File: src/hw/rtl/assert_macros.svh
`ifndef ASSERT_MACROS_SVH
`define ASSERT_MACROS_SVH

// Check an expression at every clock edge outside reset.
`define ASSERT_HOLDS(lbl, expr, msg) \
    lbl: assert property (@(posedge i_clk) disable iff (!i_rst_n) (expr)) \
        else $error(msg);

// Check that an antecedent implies a consequent in the same cycle.
`define ASSERT_IMPLIES(lbl, ante, cons, msg) \
    lbl: assert property (@(posedge i_clk) disable iff (!i_rst_n) (ante) |-> (cons)) \
        else $error(msg);

`endif

File: src/hw/rtl/i2dtxt_pkg.sv
`timescale 1ns / 1ps

package i2dtxt_pkg;

    localparam int FIELD_MAX = 32;
    localparam int DIGITS    = 20;
    localparam int MAX_CHARS = DIGITS + 1;
    localparam int CNT_W     = $clog2(((FIELD_MAX > MAX_CHARS) ? FIELD_MAX : MAX_CHARS) + 1);
    localparam int DIG_W     = $clog2(DIGITS);
    localparam int FW_W      = 6;
    localparam int POS_W     = 16;
    localparam int LEN_W     = 16;
    localparam int VAL_W     = 64;
    localparam int TYPE_W    = 4;
    localparam int STEP_BITS = 4;
    localparam int GRP_W     = $clog2(VAL_W / STEP_BITS + 1);

    // data type codes; bit 3 clear means integer, bit 2 signed, bits 1:0 size
    localparam logic [TYPE_W-1:0] DT_TEXT = 4'd8;
    localparam logic [1:0] SZ_BYTE = 2'd0;
    localparam logic [1:0] SZ_WORD = 2'd1;
    localparam logic [1:0] SZ_LONG = 2'd2;
    localparam logic [1:0] SZ_QUAD = 2'd3;

    // configuration register indexes
    localparam logic REG_DEST_DYNAMIC = 1'b0;
    localparam logic REG_FIELD_WIDTH  = 1'b1;

    localparam logic [7:0] CH_SPACE = 8'h20;
    localparam logic [7:0] CH_MINUS = 8'h2D;
    localparam logic [7:0] CH_ZERO  = 8'h30;

    typedef enum logic [1:0] {
        STAT_NORMAL  = 2'd0,
        STAT_TRUNC   = 2'd1,
        STAT_INVALID = 2'd2
    } t_status;

    typedef enum logic [1:0] {
        S_IDLE,
        S_CONV,
        S_SETUP,
        S_EMIT
    } t_state;

    typedef struct packed {
        logic load;
        logic step;
        logic setup;
        logic emit;
    } t_dp_cmd;

    typedef struct packed {
        logic in_is_int;
        logic conv_last;
        logic emit_none;
        logic emit_last;
        logic out_free;
    } t_dp_status;

endpackage

File: src/hw/rtl/i2dtxt_ctrl.sv
`timescale 1ns / 1ps
`include "assert_macros.svh"

module i2dtxt_ctrl (
    input  logic                   i_clk,
    input  logic                   i_rst_n,
    input  logic                   i_in_valid,
    output logic                   o_in_ready,
    input  i2dtxt_pkg::t_dp_status i_st,
    output i2dtxt_pkg::t_dp_cmd    o_cmd
);
    import i2dtxt_pkg::*;

    t_state r_state;
    t_state n_state;

    always_ff @(posedge i_clk) begin
        if (!i_rst_n) begin
            r_state <= S_IDLE;
        end else begin
            r_state <= n_state;
        end
    end

    always_comb begin
        n_state    = r_state;
        o_cmd      = '0;
        o_in_ready = 1'b0;
        unique case (r_state)
            S_IDLE: begin
                o_in_ready = 1'b1;
                if (i_in_valid) begin
                    o_cmd.load = 1'b1;
                    n_state    = i_st.in_is_int ? S_CONV : S_EMIT;
                end
            end
            S_CONV: begin
                o_cmd.step = 1'b1;
                if (i_st.conv_last) begin
                    n_state = S_SETUP;
                end
            end
            S_SETUP: begin
                o_cmd.setup = 1'b1;
                n_state     = S_EMIT;
            end
            S_EMIT: begin
                priority if (i_st.emit_none) begin
                    n_state = S_IDLE;
                end else if (i_st.out_free) begin
                    o_cmd.emit = 1'b1;
                    if (i_st.emit_last) begin
                        n_state = S_IDLE;
                    end
                end
            end
        endcase
    end

    `ASSERT_IMPLIES(a_emit_free, o_cmd.emit, i_st.out_free, "emit while output register busy")

endmodule

File: src/hw/rtl/i2dtxt_dp.sv
`timescale 1ns / 1ps
`include "assert_macros.svh"

module i2dtxt_dp (
    input  logic                            i_clk,
    input  logic                            i_rst_n,
    input  logic                            i_cfg_we,
    input  logic                            i_cfg_index,
    input  logic [i2dtxt_pkg::FW_W-1:0]     i_cfg_wdata,
    input  logic [i2dtxt_pkg::TYPE_W-1:0]   i_type,
    input  logic [i2dtxt_pkg::VAL_W-1:0]    i_value,
    input  logic                            i_char_present,
    input  logic                            i_text_last,
    input  i2dtxt_pkg::t_dp_cmd             i_cmd,
    output i2dtxt_pkg::t_dp_status          o_st,
    input  logic                            i_out_ready,
    output logic                            o_out_valid,
    output logic [7:0]                      o_char,
    output logic                            o_char_valid,
    output logic                            o_last,
    output i2dtxt_pkg::t_status             o_status,
    output logic [i2dtxt_pkg::LEN_W-1:0]    o_len
);
    import i2dtxt_pkg::*;

    // configuration and control state
    logic              r_dyn;
    logic [FW_W-1:0]   r_fw;
    logic [POS_W-1:0]  r_text_pos;
    logic [GRP_W-1:0]  r_grp;
    logic [CNT_W-1:0]  r_cnt;
    logic [CNT_W-1:0]  r_idx;
    logic              r_out_valid;

    // payload
    logic [VAL_W-1:0]  r_shift;
    logic [3:0]        r_bcd [DIGITS];
    logic              r_neg;
    logic [7:0]        r_tbyte;
    logic              r_is_text;
    logic [CNT_W-1:0]  r_head;
    logic              r_empty;
    logic              r_fin;
    t_status           r_status;
    logic [LEN_W-1:0]  r_rlen;
    logic [7:0]        r_out_char;
    logic              r_out_cv;
    logic              r_out_last;
    t_status           r_out_status;
    logic [LEN_W-1:0]  r_out_len;

    logic [CNT_W-1:0]  field;
    logic [VAL_W-1:0]  vm;
    logic [VAL_W-1:0]  mask;
    logic [VAL_W-1:0]  mag;
    logic [VAL_W-1:0]  aligned;
    logic [GRP_W-1:0]  grp;
    logic              sign_bit;
    logic              neg;

    logic              has_char;
    logic [POS_W-1:0]  pos_next;
    logic [CNT_W-1:0]  t_stored;
    logic [CNT_W-1:0]  t_total;
    logic              t_trunc;

    logic [CNT_W-1:0]  nd;
    logic [CNT_W-1:0]  int_len;

    logic [3:0]        bcd_w [DIGITS];
    logic [VAL_W-1:0]  sh_w;

    logic [CNT_W-1:0]  k;
    logic [7:0]        ch;
    logic              is_last;

    assign field = (r_fw > FW_W'(FIELD_MAX)) ? CNT_W'(FIELD_MAX) : CNT_W'(r_fw);

    // operand capture: mask to type width, take magnitude, left-align
    always_comb begin
        unique case (i_type[1:0])
            SZ_BYTE: begin
                mask     = VAL_W'(8'hFF);
                sign_bit = i_value[7];
                grp      = GRP_W'(8 / STEP_BITS);
            end
            SZ_WORD: begin
                mask     = VAL_W'(16'hFFFF);
                sign_bit = i_value[15];
                grp      = GRP_W'(16 / STEP_BITS);
            end
            SZ_LONG: begin
                mask     = VAL_W'(32'hFFFF_FFFF);
                sign_bit = i_value[31];
                grp      = GRP_W'(32 / STEP_BITS);
            end
            SZ_QUAD: begin
                mask     = '1;
                sign_bit = i_value[VAL_W-1];
                grp      = GRP_W'(VAL_W / STEP_BITS);
            end
        endcase
        vm  = i_value & mask;
        neg = i_type[2] & sign_bit;
        mag = neg ? ((~vm + VAL_W'(1)) & mask) : vm;
        unique case (i_type[1:0])
            SZ_BYTE: aligned = mag << (VAL_W - 8);
            SZ_WORD: aligned = mag << (VAL_W - 16);
            SZ_LONG: aligned = mag << (VAL_W - 32);
            SZ_QUAD: aligned = mag;
        endcase
    end

    // text item bookkeeping
    always_comb begin
        has_char = i_char_present && (r_dyn || (r_text_pos < POS_W'(field)));
        pos_next = (i_char_present && (r_text_pos != '1)) ? r_text_pos + POS_W'(1)
                                                          : r_text_pos;
        t_stored = (pos_next < POS_W'(field)) ? pos_next[CNT_W-1:0] : field;
        t_trunc  = pos_next > POS_W'(field);
        t_total  = r_dyn ? CNT_W'(has_char) : CNT_W'(has_char) + field - t_stored;
    end

    // shift-and-add-3, STEP_BITS source bits per cycle
    always_comb begin
        bcd_w = r_bcd;
        sh_w  = r_shift;
        for (int s = 0; s < STEP_BITS; s++) begin
            for (int d = 0; d < DIGITS; d++) begin
                if (bcd_w[d] >= 4'd5) begin
                    bcd_w[d] = bcd_w[d] + 4'd3;
                end
            end
            for (int d = DIGITS - 1; d > 0; d--) begin
                bcd_w[d] = {bcd_w[d][2:0], bcd_w[d-1][3]};
            end
            bcd_w[0] = {bcd_w[0][2:0], sh_w[VAL_W-1]};
            sh_w     = sh_w << 1;
        end
    end

    // significant digit count, at least one
    always_comb begin
        nd = CNT_W'(1);
        for (int d = 1; d < DIGITS; d++) begin
            if (r_bcd[d] != 4'd0) begin
                nd = CNT_W'(d + 1);
            end
        end
        int_len = nd + CNT_W'(r_neg);
    end

    // character for the current result position
    always_comb begin
        k       = r_head - CNT_W'(1) - r_idx;
        is_last = r_fin && (r_idx == r_cnt - CNT_W'(1));
        priority if (r_empty) begin
            ch = 8'h00;
        end else if (r_idx >= r_head) begin
            ch = CH_SPACE;
        end else if (r_is_text) begin
            ch = r_tbyte;
        end else if (r_neg && (r_idx == '0)) begin
            ch = CH_MINUS;
        end else begin
            ch = CH_ZERO + {4'b0000, r_bcd[k[DIG_W-1:0]]};
        end
    end

    always_ff @(posedge i_clk) begin
        if (!i_rst_n) begin
            r_dyn       <= 1'b0;
            r_fw        <= FW_W'(16);
            r_text_pos  <= '0;
            r_grp       <= '0;
            r_cnt       <= '0;
            r_idx       <= '0;
            r_out_valid <= 1'b0;
        end else begin
            if (i_cfg_we) begin
                unique case (i_cfg_index)
                    REG_DEST_DYNAMIC: r_dyn <= i_cfg_wdata[0];
                    REG_FIELD_WIDTH:  r_fw  <= i_cfg_wdata;
                endcase
            end
            if (i_cmd.load) begin
                r_idx <= '0;
                priority if (!i_type[3]) begin
                    r_text_pos <= '0;
                    r_grp      <= grp;
                    r_cnt      <= '0;
                end else if (i_type == DT_TEXT) begin
                    if (i_text_last) begin
                        r_text_pos <= '0;
                        r_cnt      <= (t_total == '0) ? CNT_W'(1) : t_total;
                    end else begin
                        r_text_pos <= pos_next;
                        r_cnt      <= CNT_W'(has_char);
                    end
                end else begin
                    // unsupported type: drop text in progress, one empty result
                    r_text_pos <= '0;
                    r_cnt      <= CNT_W'(1);
                end
            end
            if (i_cmd.step) begin
                r_grp <= r_grp - GRP_W'(1);
            end
            if (i_cmd.setup) begin
                r_cnt <= r_dyn ? int_len : ((field == '0) ? CNT_W'(1) : field);
            end
            if (i_cmd.emit) begin
                r_idx <= r_idx + CNT_W'(1);
            end
            if (i_cmd.emit) begin
                r_out_valid <= 1'b1;
            end else if (i_out_ready) begin
                r_out_valid <= 1'b0;
            end
        end
    end

    always_ff @(posedge i_clk) begin
        if (i_cmd.load) begin
            r_tbyte   <= i_value[7:0];
            r_is_text <= (i_type == DT_TEXT);
            priority if (!i_type[3]) begin
                r_shift <= aligned;
                r_neg   <= neg;
                for (int d = 0; d < DIGITS; d++) begin
                    r_bcd[d] <= 4'd0;
                end
            end else if (i_type == DT_TEXT) begin
                r_neg   <= 1'b0;
                r_head  <= CNT_W'(has_char);
                r_fin   <= i_text_last;
                r_empty <= i_text_last && (t_total == '0);
                if (r_dyn) begin
                    r_status <= STAT_NORMAL;
                    r_rlen   <= pos_next;
                end else begin
                    r_status <= t_trunc ? STAT_TRUNC : STAT_NORMAL;
                    r_rlen   <= LEN_W'(t_stored);
                end
            end else begin
                r_neg    <= 1'b0;
                r_head   <= '0;
                r_fin    <= 1'b1;
                r_empty  <= 1'b1;
                r_status <= STAT_INVALID;
                r_rlen   <= '0;
            end
        end
        if (i_cmd.step) begin
            r_bcd   <= bcd_w;
            r_shift <= sh_w;
        end
        if (i_cmd.setup) begin
            r_head  <= int_len;
            r_fin   <= 1'b1;
            r_empty <= !r_dyn && (field == '0);
            if (r_dyn) begin
                r_status <= STAT_NORMAL;
                r_rlen   <= LEN_W'(int_len);
            end else begin
                r_status <= (int_len > field) ? STAT_TRUNC : STAT_NORMAL;
                r_rlen   <= LEN_W'((int_len < field) ? int_len : field);
            end
        end
        if (i_cmd.emit) begin
            r_out_char   <= ch;
            r_out_cv     <= !r_empty;
            r_out_last   <= is_last;
            r_out_status <= is_last ? r_status : STAT_NORMAL;
            r_out_len    <= is_last ? r_rlen : '0;
        end
    end

    always_comb begin
        o_st.in_is_int = !i_type[3];
        o_st.conv_last = (r_grp == GRP_W'(1));
        o_st.emit_none = (r_cnt == '0);
        o_st.emit_last = (r_idx == r_cnt - CNT_W'(1));
        o_st.out_free  = !r_out_valid || i_out_ready;
    end

    assign o_out_valid  = r_out_valid;
    assign o_char       = r_out_char;
    assign o_char_valid = r_out_cv;
    assign o_last       = r_out_last;
    assign o_status     = r_out_status;
    assign o_len        = r_out_len;

    `ASSERT_HOLDS(a_idx_range, r_idx <= r_cnt, "result index ran past result count")
    `ASSERT_IMPLIES(a_empty_last, r_out_valid && !r_out_cv, r_out_last, "empty result not last")
    `ASSERT_IMPLIES(a_tail_clean, r_out_valid && !r_out_last, (r_out_status == STAT_NORMAL) && (r_out_len == '0), "status on non-final beat")

endmodule

File: src/hw/rtl/integer_to_decimal_field_text.sv
`timescale 1ns / 1ps
// Channel  Dir  Handshake                  Payload
// s_axis   in   s_axis_tvalid/tready       tdata value, tuser type+char_present, tlast
// m_axis   out  m_axis_tvalid/tready       tdata char/status/length, tuser char_valid
// cfg      in   i_cfg_we                   i_cfg_index, i_cfg_wdata
//
// Text item: taken in S_IDLE, then its beats go out in S_EMIT, or it returns to S_IDLE when
// it gives none. Integer item (W = 8, 16, 32 or 64 bits): taken in S_IDLE, converted in
// S_CONV by the 4-bit-per-cycle shift-and-add-3 unit, set up in S_SETUP, then emitted in
// S_EMIT. Beats leave through the single output register, one whenever it is free.
// Reset is synchronous: fixed mode, field width 16, no text open. A low m_axis_tready
// while m_axis_tvalid is high holds the output register and the beat counter.

module integer_to_decimal_field_text (
    input  logic                              i_clk,
    input  logic                              i_rst_n,
    input  logic                              s_axis_tvalid,
    output logic                              s_axis_tready,
    input  logic [63:0]                       s_axis_tdata,  // value[63:0]
    input  logic [4:0]                        s_axis_tuser,  // data_type[3:0], char_present
    input  logic                              s_axis_tlast,  // text_last
    output logic                              m_axis_tvalid,
    input  logic                              m_axis_tready,
    output logic [31:0]                       m_axis_tdata,  // out_char, status, result_length
    output logic [0:0]                        m_axis_tuser,  // char_valid
    output logic                              m_axis_tlast,  // is_last
    input  logic                              i_cfg_we,
    input  logic                              i_cfg_index,
    input  logic [i2dtxt_pkg::FW_W-1:0]       i_cfg_wdata
);
    import i2dtxt_pkg::*;

    t_dp_cmd          cmd;
    t_dp_status       st;
    logic [7:0]       out_char;
    logic             out_cv;
    t_status          out_status;
    logic [LEN_W-1:0] out_len;

    i2dtxt_ctrl u_ctrl (
        .i_clk      (i_clk),
        .i_rst_n    (i_rst_n),
        .i_in_valid (s_axis_tvalid),
        .o_in_ready (s_axis_tready),
        .i_st       (st),
        .o_cmd      (cmd)
    );

    i2dtxt_dp u_dp (
        .i_clk          (i_clk),
        .i_rst_n        (i_rst_n),
        .i_cfg_we       (i_cfg_we),
        .i_cfg_index    (i_cfg_index),
        .i_cfg_wdata    (i_cfg_wdata),
        .i_type         (s_axis_tuser[3:0]),
        .i_value        (s_axis_tdata),
        .i_char_present (s_axis_tuser[4]),
        .i_text_last    (s_axis_tlast),
        .i_cmd          (cmd),
        .o_st           (st),
        .i_out_ready    (m_axis_tready),
        .o_out_valid    (m_axis_tvalid),
        .o_char         (out_char),
        .o_char_valid   (out_cv),
        .o_last         (m_axis_tlast),
        .o_status       (out_status),
        .o_len          (out_len)
    );

    assign m_axis_tdata = {6'b000000, out_len, out_status, out_char};
    assign m_axis_tuser = out_cv;

endmodule
File: config.mk
export PLATFORM = sky130hd
export DESIGN_NAME = integer_to_decimal_field_text
export DESIGN_NICKNAME = d
export VERILOG_FILES = /design/src/hw/rtl/i2dtxt_pkg.sv /design/src/hw/rtl/i2dtxt_ctrl.sv /design/src/hw/rtl/i2dtxt_dp.sv /design/src/hw/rtl/integer_to_decimal_field_text.sv
export VERILOG_INCLUDE_DIRS = /design/src /design/src/hw/rtl
export SDC_FILE = /design/constraint.sdc
export NUM_CORES = 1
export LEC_CHECK = 0
export BUFFER_PORTS_ARGS = -buffer_cell sky130_fd_sc_hd__buf_2
export CAP_MARGIN = 15
export CORE_ASPECT_RATIO = 1.25
export CORE_MARGIN = 8
export CORE_UTILIZATION = 50
export CTS_CLUSTER_SIZE = 10
export DETAILED_ROUTE_END_ITERATION = 16
export PLACE_DENSITY_LB_ADDON = 0.15
export SETUP_SLACK_MARGIN = 0.02
export SYNTH_ARGS = -nofsm -noshare
export SYNTH_HDL_FRONTEND = slang
export SYNTH_HIERARCHICAL = 1
export SYNTH_SLANG_ARGS = --single-unit
File: constraint.sdc
create_clock -name i_clk -period 5.5 [get_ports i_clk]
set_clock_uncertainty 0.15 [all_clocks]
set_input_delay 1.1 -clock i_clk [delete_from_list [all_inputs] [get_ports i_clk]]
set_output_delay 1.1 -clock i_clk [all_outputs]
set_load 0.01 [all_outputs]
Word-level counts from Yosys, hierarchy flattened
Index checks and enable logic that the tools add are counted.
Operators by class
  add/subtract/negate cells: 91
  multipliers: 0
  divide/modulo/power cells: 0
  magnitude comparators: 88
  eq/ne operators: 15
  shifts and indexed selects: 0
  multiplexer cells: 177
  bitwise gates (word level): 7
  reductions and logical operators: 49
Operators with widths (number)
  one-hot mux 64 bit (4 select lines): 2
  two-way mux 4 bit: 86
  greater-or-equal comparator 4 x 3 -> 1 bit (second input constant): 80
  adder 4 x 2 -> 4 bit (second input constant): 76
  two-way mux 64 bit: 4
  two-way mux 80 bit: 3
  two-way mux 16 bit: 10
  bitwise AND 64 bit: 2
  two-way mux 6 bit: 18
  nonzero test 4 bit: 19
  adder 64 x 1 -> 64 bit (second input constant): 1
  inverter 64 bit: 1
  two-way mux 5 bit: 8
  < comparator 16 x 6 -> 1 bit: 2
  two-way mux 2 bit: 14
  logical NOT 6 bit: 4
  two-way mux 3 bit: 8
  binary-select mux 4 bit (select 5 bit): 1
  one-hot mux 5 bit (4 select lines): 1
  two-way mux 1 bit: 18
  adder 16 x 1 -> 16 bit (second input constant): 1
  > comparator 16 x 6 -> 1 bit: 1
  two-way mux 8 bit: 2
  inequality test 16 bit (second input constant): 1
  35 further kinds: 64
Storage, ports and cells
  register bits after elaboration: 251
  bits in latches: 0
  RAM bits: 0
  ROM bits: 0
  bits of input ports: 82
  logic and storage cells: 471
  memories: 0

Logic depth before layout (Yosys ltp)
Gate-level depths: netlist (run 1).
  word-level depth: 25
  depth in mapped cells: 28
  mapped depth without buffers: 26

Hierarchy
Netlist (run 1), hierarchy kept.
By module, submodules not included
  i2dtxt_dp: instances 1, cells an instance 2881, area each 24486.0 um^2
  i2dtxt_ctrl: instances 1, cells an instance 22, area each 182.7 um^2
  integer_to_decimal_field_text: instances 1, cells an instance 7, area each 48.8 um^2

Worst setup path after synthesis (run 1)
Ideal clock, no wire load.
  kind: input to register
  from: input s_axis_tuser[4]
  to: register u_dp.r_cnt[0]
  arrival time: 5.639 ns
  data required time: 5.276 ns
  slack: -0.363 ns
  stages: 22
  path buffers: 1
  path through: a21boi_1 > nand2_1 > xnor2_1 > ha_1 > a21o_1 > a21o_1 > a221oi_1 > nand2_1 > nor3_1 > clkbuf_1 > a21oi_1 > ha_1 > inv_1 > ha_1 > fa_1 > xor2_1 > or4_1 > o32ai_1 > o21ai_0 > o41ai_1 > o31ai_1 > a31oi_1
Between the ends
  longest elaborated chain between the ends: 13
  elaborated cells on any way between the ends: 15
Ends and longest elaborated chain
  from (decl): RTL line integer_to_decimal_field_text.sv:20  | input logic [4:0] s_axis_tuser,
  logical AND 1 bit: RTL line i2dtxt_dp.sv:117  | pos_next = (i_char_present && (r_text_pos != '1)) ? r_text_pos + POS_W'(1)
  two-way mux 16 bit: RTL line i2dtxt_dp.sv:117
  < comparator 16 x 6 -> 1 bit: RTL line i2dtxt_dp.sv:119  | t_stored = (pos_next < POS_W'(field)) ? pos_next[CNT_W-1:0] : field;
  two-way mux 6 bit: RTL line i2dtxt_dp.sv:119
  subtractor 6 bit: RTL line i2dtxt_dp.sv:121  | t_total = r_dyn ? CNT_W'(has_char) : CNT_W'(has_char) + field - t_stored;
  two-way mux 6 bit: RTL line i2dtxt_dp.sv:121
  logical NOT 6 bit: RTL line i2dtxt_dp.sv:195  | r_cnt <= (t_total == '0) ? CNT_W'(1) : t_total;
  two-way mux 6 bit: RTL line i2dtxt_dp.sv:195
  two-way mux 6 bit *: RTL line i2dtxt_dp.sv:193  | if (i_text_last) begin
  two-way mux 6 bit *: RTL line i2dtxt_dp.sv:192  | end else if (i_type == DT_TEXT) begin
  two-way mux 6 bit *: RTL line i2dtxt_dp.sv:188  | priority if (!i_type[3]) begin
  two-way mux 6 bit *: RTL line i2dtxt_dp.sv:186  | if (i_cmd.load) begin
  two-way mux 6 bit *: RTL line i2dtxt_dp.sv:209  | if (i_cmd.setup) begin
  to (signal assigned): RTL line i2dtxt_dp.sv:195
  to (signal assigned): RTL line i2dtxt_dp.sv:198  | r_cnt <= CNT_W'(has_char);
  to (signal assigned): RTL line i2dtxt_dp.sv:210  | r_cnt <= r_dyn ? int_len : ((field == '0) ? CNT_W'(1) : field);
  to (decl): RTL line i2dtxt_dp.sv:31  | logic [CNT_W-1:0] r_cnt;
Mark *: on every way between the ends. The rest lies on a longest branch, timed or not. The select of a mux whose other input is x is not followed.
A chain may end at the register's enable or synchronous reset.

Final worst setup path (run 1)
  from: register u_dp/r_bcd[32] (netlist bit)
  to: register u_dp/r_bcd[29] (netlist bit) (data pin)
Between the ends
  longest elaborated chain between the ends: 9
  elaborated cells on any way between the ends: 19
Ends and longest elaborated chain
  from (decl): RTL line i2dtxt_dp.sv:37  | logic [3:0] r_bcd [DIGITS];
  from (signal assigned): RTL line i2dtxt_dp.sv:255  | r_bcd <= bcd_w;
  adder 4 x 2 -> 4 bit or greater-or-equal comparator 4 x 3 -> 1 bit (tied branches): RTL line i2dtxt_dp.sv:131, i2dtxt_dp.sv:130
  two-way mux 4 bit *: RTL line i2dtxt_dp.sv:130  | if (bcd_w[d] >= 4'd5) begin
  adder 4 x 2 -> 4 bit or greater-or-equal comparator 4 x 3 -> 1 bit (tied branches): RTL line i2dtxt_dp.sv:131, i2dtxt_dp.sv:130
  two-way mux 4 bit: RTL line i2dtxt_dp.sv:130
  adder 4 x 2 -> 4 bit or greater-or-equal comparator 4 x 3 -> 1 bit (tied branches): RTL line i2dtxt_dp.sv:131, i2dtxt_dp.sv:130
  two-way mux 4 bit: RTL line i2dtxt_dp.sv:130
  adder 4 x 2 -> 4 bit or greater-or-equal comparator 4 x 3 -> 1 bit (tied branches): RTL line i2dtxt_dp.sv:131, i2dtxt_dp.sv:130
  two-way mux 4 bit *: RTL line i2dtxt_dp.sv:130
  two-way mux 80 bit *: RTL line i2dtxt_dp.sv:254  | if (i_cmd.step) begin
Mark *: on every way between the ends. The rest lies on a longest branch, timed or not.

==> metrics, run 1 <==
crit start category register; delay-heaviest family, CP simple AND/OR/NAND/NOR gates; most common cell after layout, fill and taps aside nand2_1; routed len/inst 18.8 µm; sequential share of the synthesized area 28.5%; Vias/cell 6.03; Yosys top cell by area edfxtp_1; share of async-settable or async-resettable flops after synthesis 0%; maximum clock frequency 0.187 GHz; CTS Buffer Depth 3; Final min period 5.35 ns; Simple-Gate Fraction of Synth Area 21.6%; Post-route DRC 0; Slowest-stage cell, CP edfxtp_1; final setup vio count 0; first-pass GRT wire length 112 mm; status finished, final reports clean; Tcrit/Tclk final 97.3%; grt ovf 0; register bit total from synthesis 251; max-cap violations 0; Synthesis Warnings 6; post-synthesis cell type count 94; WS Path Type reg -> reg; Post-synth EDFFs 203; share of layout cells above drive strength 1 14.2%; WHS 0.303 ns; top cells by area, synth edfxtp_1 (25%), ha_1 (11%), mux2i_1 (4.2%), dfxtp_1 (3.9%), nand2_1 (3.9%); Num CTS Buffers 30; final hold violation count 0; CP max stage delay 0.49 ns; Die Ht 265 µm; final WL 70.0 mm; Core ar. 49100 µm²; Fill cells 4483; Cells after Synth 2910; final setup margin 0.148 ns; CTS sink cnt 251; Critical Path Sink Type register; Via Count 22500; Max H-tree Level 1; critical path required time 5.65 ns; CP Buf/Inv Count 4; Yosys top cell area share 24.7%; worst hold path type reg -> reg; post-DP HPWL 53.4 mm; multiplexer area fraction after synthesis 7.82%; Slew @ Worst Pin 1.07 ns; largest net degree at the start of global routing 79; Slew headroom 28.5%; complex-gate fraction of the synthesized area 20.2%; # hold bufs at CTS 0; root buf cell clkbuf_16; main combinational cell family by area after synthesis simple AND/OR/NAND/NOR gates; row count 91; Final GP Congestion 0.934; Mapped Avg Cell Area 8.49 µm²; vias in the first global route 21900; Port Buffers 111; ys flop type edfxtp_1; Synth-to-Final Area Change 12.7%; Placement Setup Slack -0.295 ns; io pins 118; Synth Area in XOR/XNOR 5.37%; DIE WIDTH 215 µm; Final Max Slew Viols 0; CTS tree yes; Layout Nets 3350; Mapped Area 24700 µm²; Critical Path Fanout Max 5; Die Area 56900 µm²; drt pass-1 iters 8; post-route ant nets 0; adder-cell share of the synthesized area 10.8%; most frequent cells in the layout nand2_1 (254), inv_1 (234), nor2_1 (234), ha_1 (203), edfxtp_1 (203); GRT Util Overall 23.3%; DRT iter0 DRCs 1460; Initial Utilization 50.4%; WP data arrival 5.50 ns; initial antenna violation count 1; Crit path top cell by count ha_1; clock-pin slew on the worst setup and hold paths 0.06 ns; n_diodes 0; Clock Latency Late Sink 0.57 ns
[worst reg2reg max path: cells and delay by family, from the launching register on]
kind	cells	cell delay (ns)
mux	1	0.24
fa+ha+maj	4	0.90
compound gates	4	0.81
xor+xnor	3	0.61
simple gates	9	1.41
buf+inv	4	0.46
flops	1	0.49
[cell type report]
type | count | area [µm²] | area share, %
Clock buffer | 51 | 881 | 3.16
Clock inverter | 3 | 40.0 | 0.144
Inverter | 239 | 902 | 3.24
Multi-Input combinational cell | 2304 | 16700 | 60.0
Sequential cell | 251 | 7060 | 25.3
Tap cell | 651 | 815 | 2.92
Timing Repair Buffer | 229 | 1450 | 5.19
[what timing repair did]
item | in CTS | in global routing
gates resized for setup | 3 | 81
setup endpoints to repair | 3 | 53
pin swaps | 0 | 12
gates cloned | 0 | 0
buffers inserted | 0 | 30
[stage by stage]
step | std cells | utilization, % | setup TNS (ns) | cell area, µm²
after floorplan | 2916 | - | 0 | 24800
final | 3728 | 56.8 | 0 | 27900
after CTS | 3697 | 55.6 | 0 | 27300
after detailed placement | 3643 | 53.7 | -0.454 | 26300
after global routing | 3728 | 56.8 | -0.314 | 27900
after global placement | 3643 | 53.7 | -0.253 | 26300
[synthesized netlist by cell type, types with 28 or more instances]
cell and instances:
mux2i_1 103, a21o_1 36, a21oi_1 150, o21ai_0 170, and2_1 63, dfxtp_1 48, xor2_1 55, nor3b_1 37
nand3_1 40, ha_1 211, nand2_1 254, o211ai_1 48, a31oi_1 28, clkbuf_1 106, nand2b_1 101, nor2b_1 50
a211oi_1 53, or3_1 49, nor3_1 52, nor2_1 236, and3_1 42, xnor2_1 94, mux2_2 32, inv_1 238
edfxtp_1 203
[layer usage]
| layer | routed length, µm | track usage [%] |
|---|---|---|
| met5 | 13 | 0 |
| met4 | 2330 | 8.27 |
| met3 | 3420 | 2.69 |
| met2 | 35200 | 42.0 |
| met1 | 29000 | 28.2 |
[worst paths after layout]
check	cells past startpoint	startpoint	slack, ns	to
setup / recovery	25	u_dp/r_bcd[32]	0.15	u_dp/r_bcd[29]
hold reg to reg	2	u_dp/r_shift[2]	0.30	u_dp/r_shift[2]
hold / removal	2	u_dp/r_shift[2]	0.30	u_dp/r_shift[2]
setup reg to reg	25	u_dp/r_bcd[32]	0.15	u_dp/r_bcd[29]
[flip-flops by register name (all words and copies together), names as in the netlist, 5 cells and up]
signal	cells
u_dp/r_head	6
u_dp/r_shift	64
u_dp/r_cnt	6
u_dp/r_rlen	16
u_dp/r_grp	5
u_dp/r_idx	6
u_dp/r_text_pos	16
u_dp/r_fw	6
u_dp/o_char	8
u_dp/o_len	16
u_dp/r_bcd	80
u_dp/r_tbyte	8
[logic make-up (layout without fill, tap and decap cells)]
group	Yosys count	after routing
flops	251	251
compound gates	744	744
other cells	2	8
buf+inv	361	522
simple gates	1030	1030
mux	159	159
fa+ha+maj	213	213
xor+xnor	150	150
Power of run 1 is not shown: default switching activity piles up to over one toggle a cycle in this logic, so the estimate is an artifact.
==> run 2, diff against run 1 <==
--- a/config.mk
+++ b/config.mk
@@ -8,11 +8,14 @@
 export LEC_CHECK = 0
 export BUFFER_PORTS_ARGS = -buffer_cell sky130_fd_sc_hd__buf_2
 export CAP_MARGIN = 15
+export CELL_PAD_IN_SITES_DETAIL_PLACEMENT = 1
+export CELL_PAD_IN_SITES_GLOBAL_PLACEMENT = 1
 export CORE_ASPECT_RATIO = 1.25
 export CORE_MARGIN = 8
-export CORE_UTILIZATION = 50
+export CORE_UTILIZATION = 44
 export CTS_CLUSTER_SIZE = 10
 export DETAILED_ROUTE_END_ITERATION = 16
+export GPL_TIMING_DRIVEN = 0
 export PLACE_DENSITY_LB_ADDON = 0.15
 export SETUP_SLACK_MARGIN = 0.02
 export SYNTH_ARGS = -nofsm -noshare
==> run 2 against run 1 <==
Against the previous run:
- register-to-register slack got worse by 0.12 ns
- critical path depth decreased by 2
- global-route usage increased by 2.6 points
- first-iteration DRC count decreased by 19%
- via count increased by 4.9%
- non-clock buffer count increased by 67
- count of clock-buffer cells in the layout increased by 1
- wire length increased by 25%
- worst setup slack got worse by 0.12 ns
- fmax decreased by 2.3%
- final area increased by 3.0%
- core utilization decreased by 5.4 points
- highest routed layer is now met4
==> metrics, run 2 (same netlist as run 1, synthesis figures left out) <==
GRT Util Overall 25.8%; Slew headroom 20.3%; most common cell after layout, fill and taps aside nand2_1; met1 usage 30.2%; met2 Resource Use GR 48.1%; Final GP Congestion 0.950; number of cells on the worst hold path 2; largest net degree at the start of global routing 85; drt pass-1 iters 6; Vias/cell 6.06; Most Used Layer, Global Route met2; initial antenna violation count 3; WP data arrival 5.84 ns; Num CTS Buffers 31; WS Path Type in -> reg; root buf cell clkbuf_16; R2R Setup Slk 0.03 ns; post-DP HPWL 66.9 mm; max-cap violations 0; Critical Path Sink Type register; Core ar. 55800 µm²; Fill cells 6615; Die Ht 281 µm; biggest registers after layout u_dp/r_bcd (80), u_dp/r_shift (64); routed len/inst 22.6 µm; Critical Path Fanout Max 7; Slew @ Worst Pin 1.19 ns; CTS Buffer Depth 3; grt ovf 0; first-pass GRT wire length 135 mm; Synth-to-Final Area Change 16.1%; RR Startpoint u_dp/r_text_pos[0]; RSZ-0062 raised after global routing true; Layout Nets 3418; final setup margin 0.0241 ns; DIE WIDTH 228 µm; Die Area 64100 µm²; final setup vio count 0; Port Buffers 108; max FFs per register 80; Max H-tree Level 1; CTS tree yes; cell area after layout 28700 µm²; crit start category primary input; Final Util 51.4%; WHS Endpoint u_dp/r_shift[0]; share of layout cells above drive strength 1 15.2%; Setup TNS Final 0 ns; Placement Setup Slack -0.989 ns; CTS sink cnt 251; worst hold path type reg -> reg; Final min period 5.48 ns; final WL 87.8 mm; DRT iter0 DRCs 1179; Tcrit/Tclk final 99.6%; HP Start u_dp/r_shift[0]; clock-pin slew on the worst setup and hold paths 0.06 ns; io pins 118; RR Endpoint u_dp/r_cnt[0]; Via Count 23600; Clock Latency Late Sink 0.59 ns; maximum clock frequency 0.183 GHz; critical path required time 5.87 ns; met3 global-route usage 2.52%; Post-route DRC 0; Area after DPL 26300 µm²; post-route ant nets 0; Top reg by flops u_dp/r_bcd; cells on worst reg2reg path 25; vias in the first global route 24800; Final Max Slew Viols 0; final hold violation count 0; most frequent cells in the layout nand2_1 (253), inv_1 (232), nor2_1 (232), edfxtp_1 (203), ha_1 (196); row count 97; Initial Utilization 44.3%; status finished, final reports clean
run 2: cell types whose count changed in the layout (fill, tap and decap cells not counted), sizes merged:
| cell | delta |
|---|---|
| inv | +1 |
| buf | -30 |
| dlymetal6s2s | +1 |
| clkbuf | +97 |
| diode | +1 |
| clkinv | +2 |
run 2: layer usage:
layer  vias up  routed length [µm]
met5         -                   0
met4         0                3560
met3       190                3520
met2       576               44600
met1     11800               36000
li1      11000                   -
run 2: worst max path at each step:
stage / start / endpoint / slack, ns / cells after the start
6_report: s_axis_tuser[4] / u_dp/r_cnt[0] / 0.02 / 23
3_3_place_gp: s_axis_tvalid / u_dp/r_grp[3] / -1.83 / 7
2_1_floorplan: s_axis_tuser[4] / u_dp/r_cnt[0] / 0.03 / 22
4_1_cts: u_dp/r_text_pos[0] / u_dp/r_cnt[0] / -0.03 / 25
3_5_place_dp: s_axis_tuser[4] / u_dp/r_cnt[0] / -0.99 / 23
5_1_grt: u_dp/r_text_pos[0] / u_dp/r_cnt[0] / -0.11 / 25
run 2: stage by stage:
step,hold WS (ns),std cells
2_1_floorplan,0.275,2916
3_3_place_gp,0.291,3766
3_5_place_dp,0.301,3769
4_1_cts,0.321,3843
5_1_grt,0.347,3890
6_report,0.316,3891
run 2: critical path, stage by stage:
cell      delay, ns
buf_2          0.22
a21boi_4       0.40
nand4_1        0.21
xnor2_2        0.28
ha_1           0.29
nand4_1        0.10
o21bai_1       0.09
a221oi_2       0.26
nand2_1        0.15
nor3_4         0.24
buf_8          0.15
nor2_4         0.03
a21oi_2        0.14
ha_1           0.26
inv_2          0.07
ha_4           0.13
fa_2           0.45
or4_4          0.51
o32ai_4        0.29
o21ai_2        0.08
o41ai_2        0.06
o31ai_1        0.14
a31oi_1        0.18
run 2: cell type report:
cell class              instances  area (µm²)  share of cell area, %
diodes                          1        2.50                0.00872
plain buffers                 112         479                   1.67
clock buffers                  52         875                   3.05
clock inverters                 6        58.8                  0.205
inverters                     239         902                   3.14
multi-input cells            2304       17200                   60.1
flip-flops and latches        251        7070                   24.6
well taps                     742         928                   3.23
repair buffers                184        1140                   3.98
run 2: what timing repair did:
| item | CTS | global route |
|---|---|---|
| setup buffers | 21 | 52 |
| pin swaps | 18 | 49 |
| gates resized for setup | 60 | 148 |
| hold buffers | 0 | 0 |
| setup endpoints to repair | 40 | 64 |
| gates cloned | 0 | 0 |
Power of run 2 is left out for the same reason.
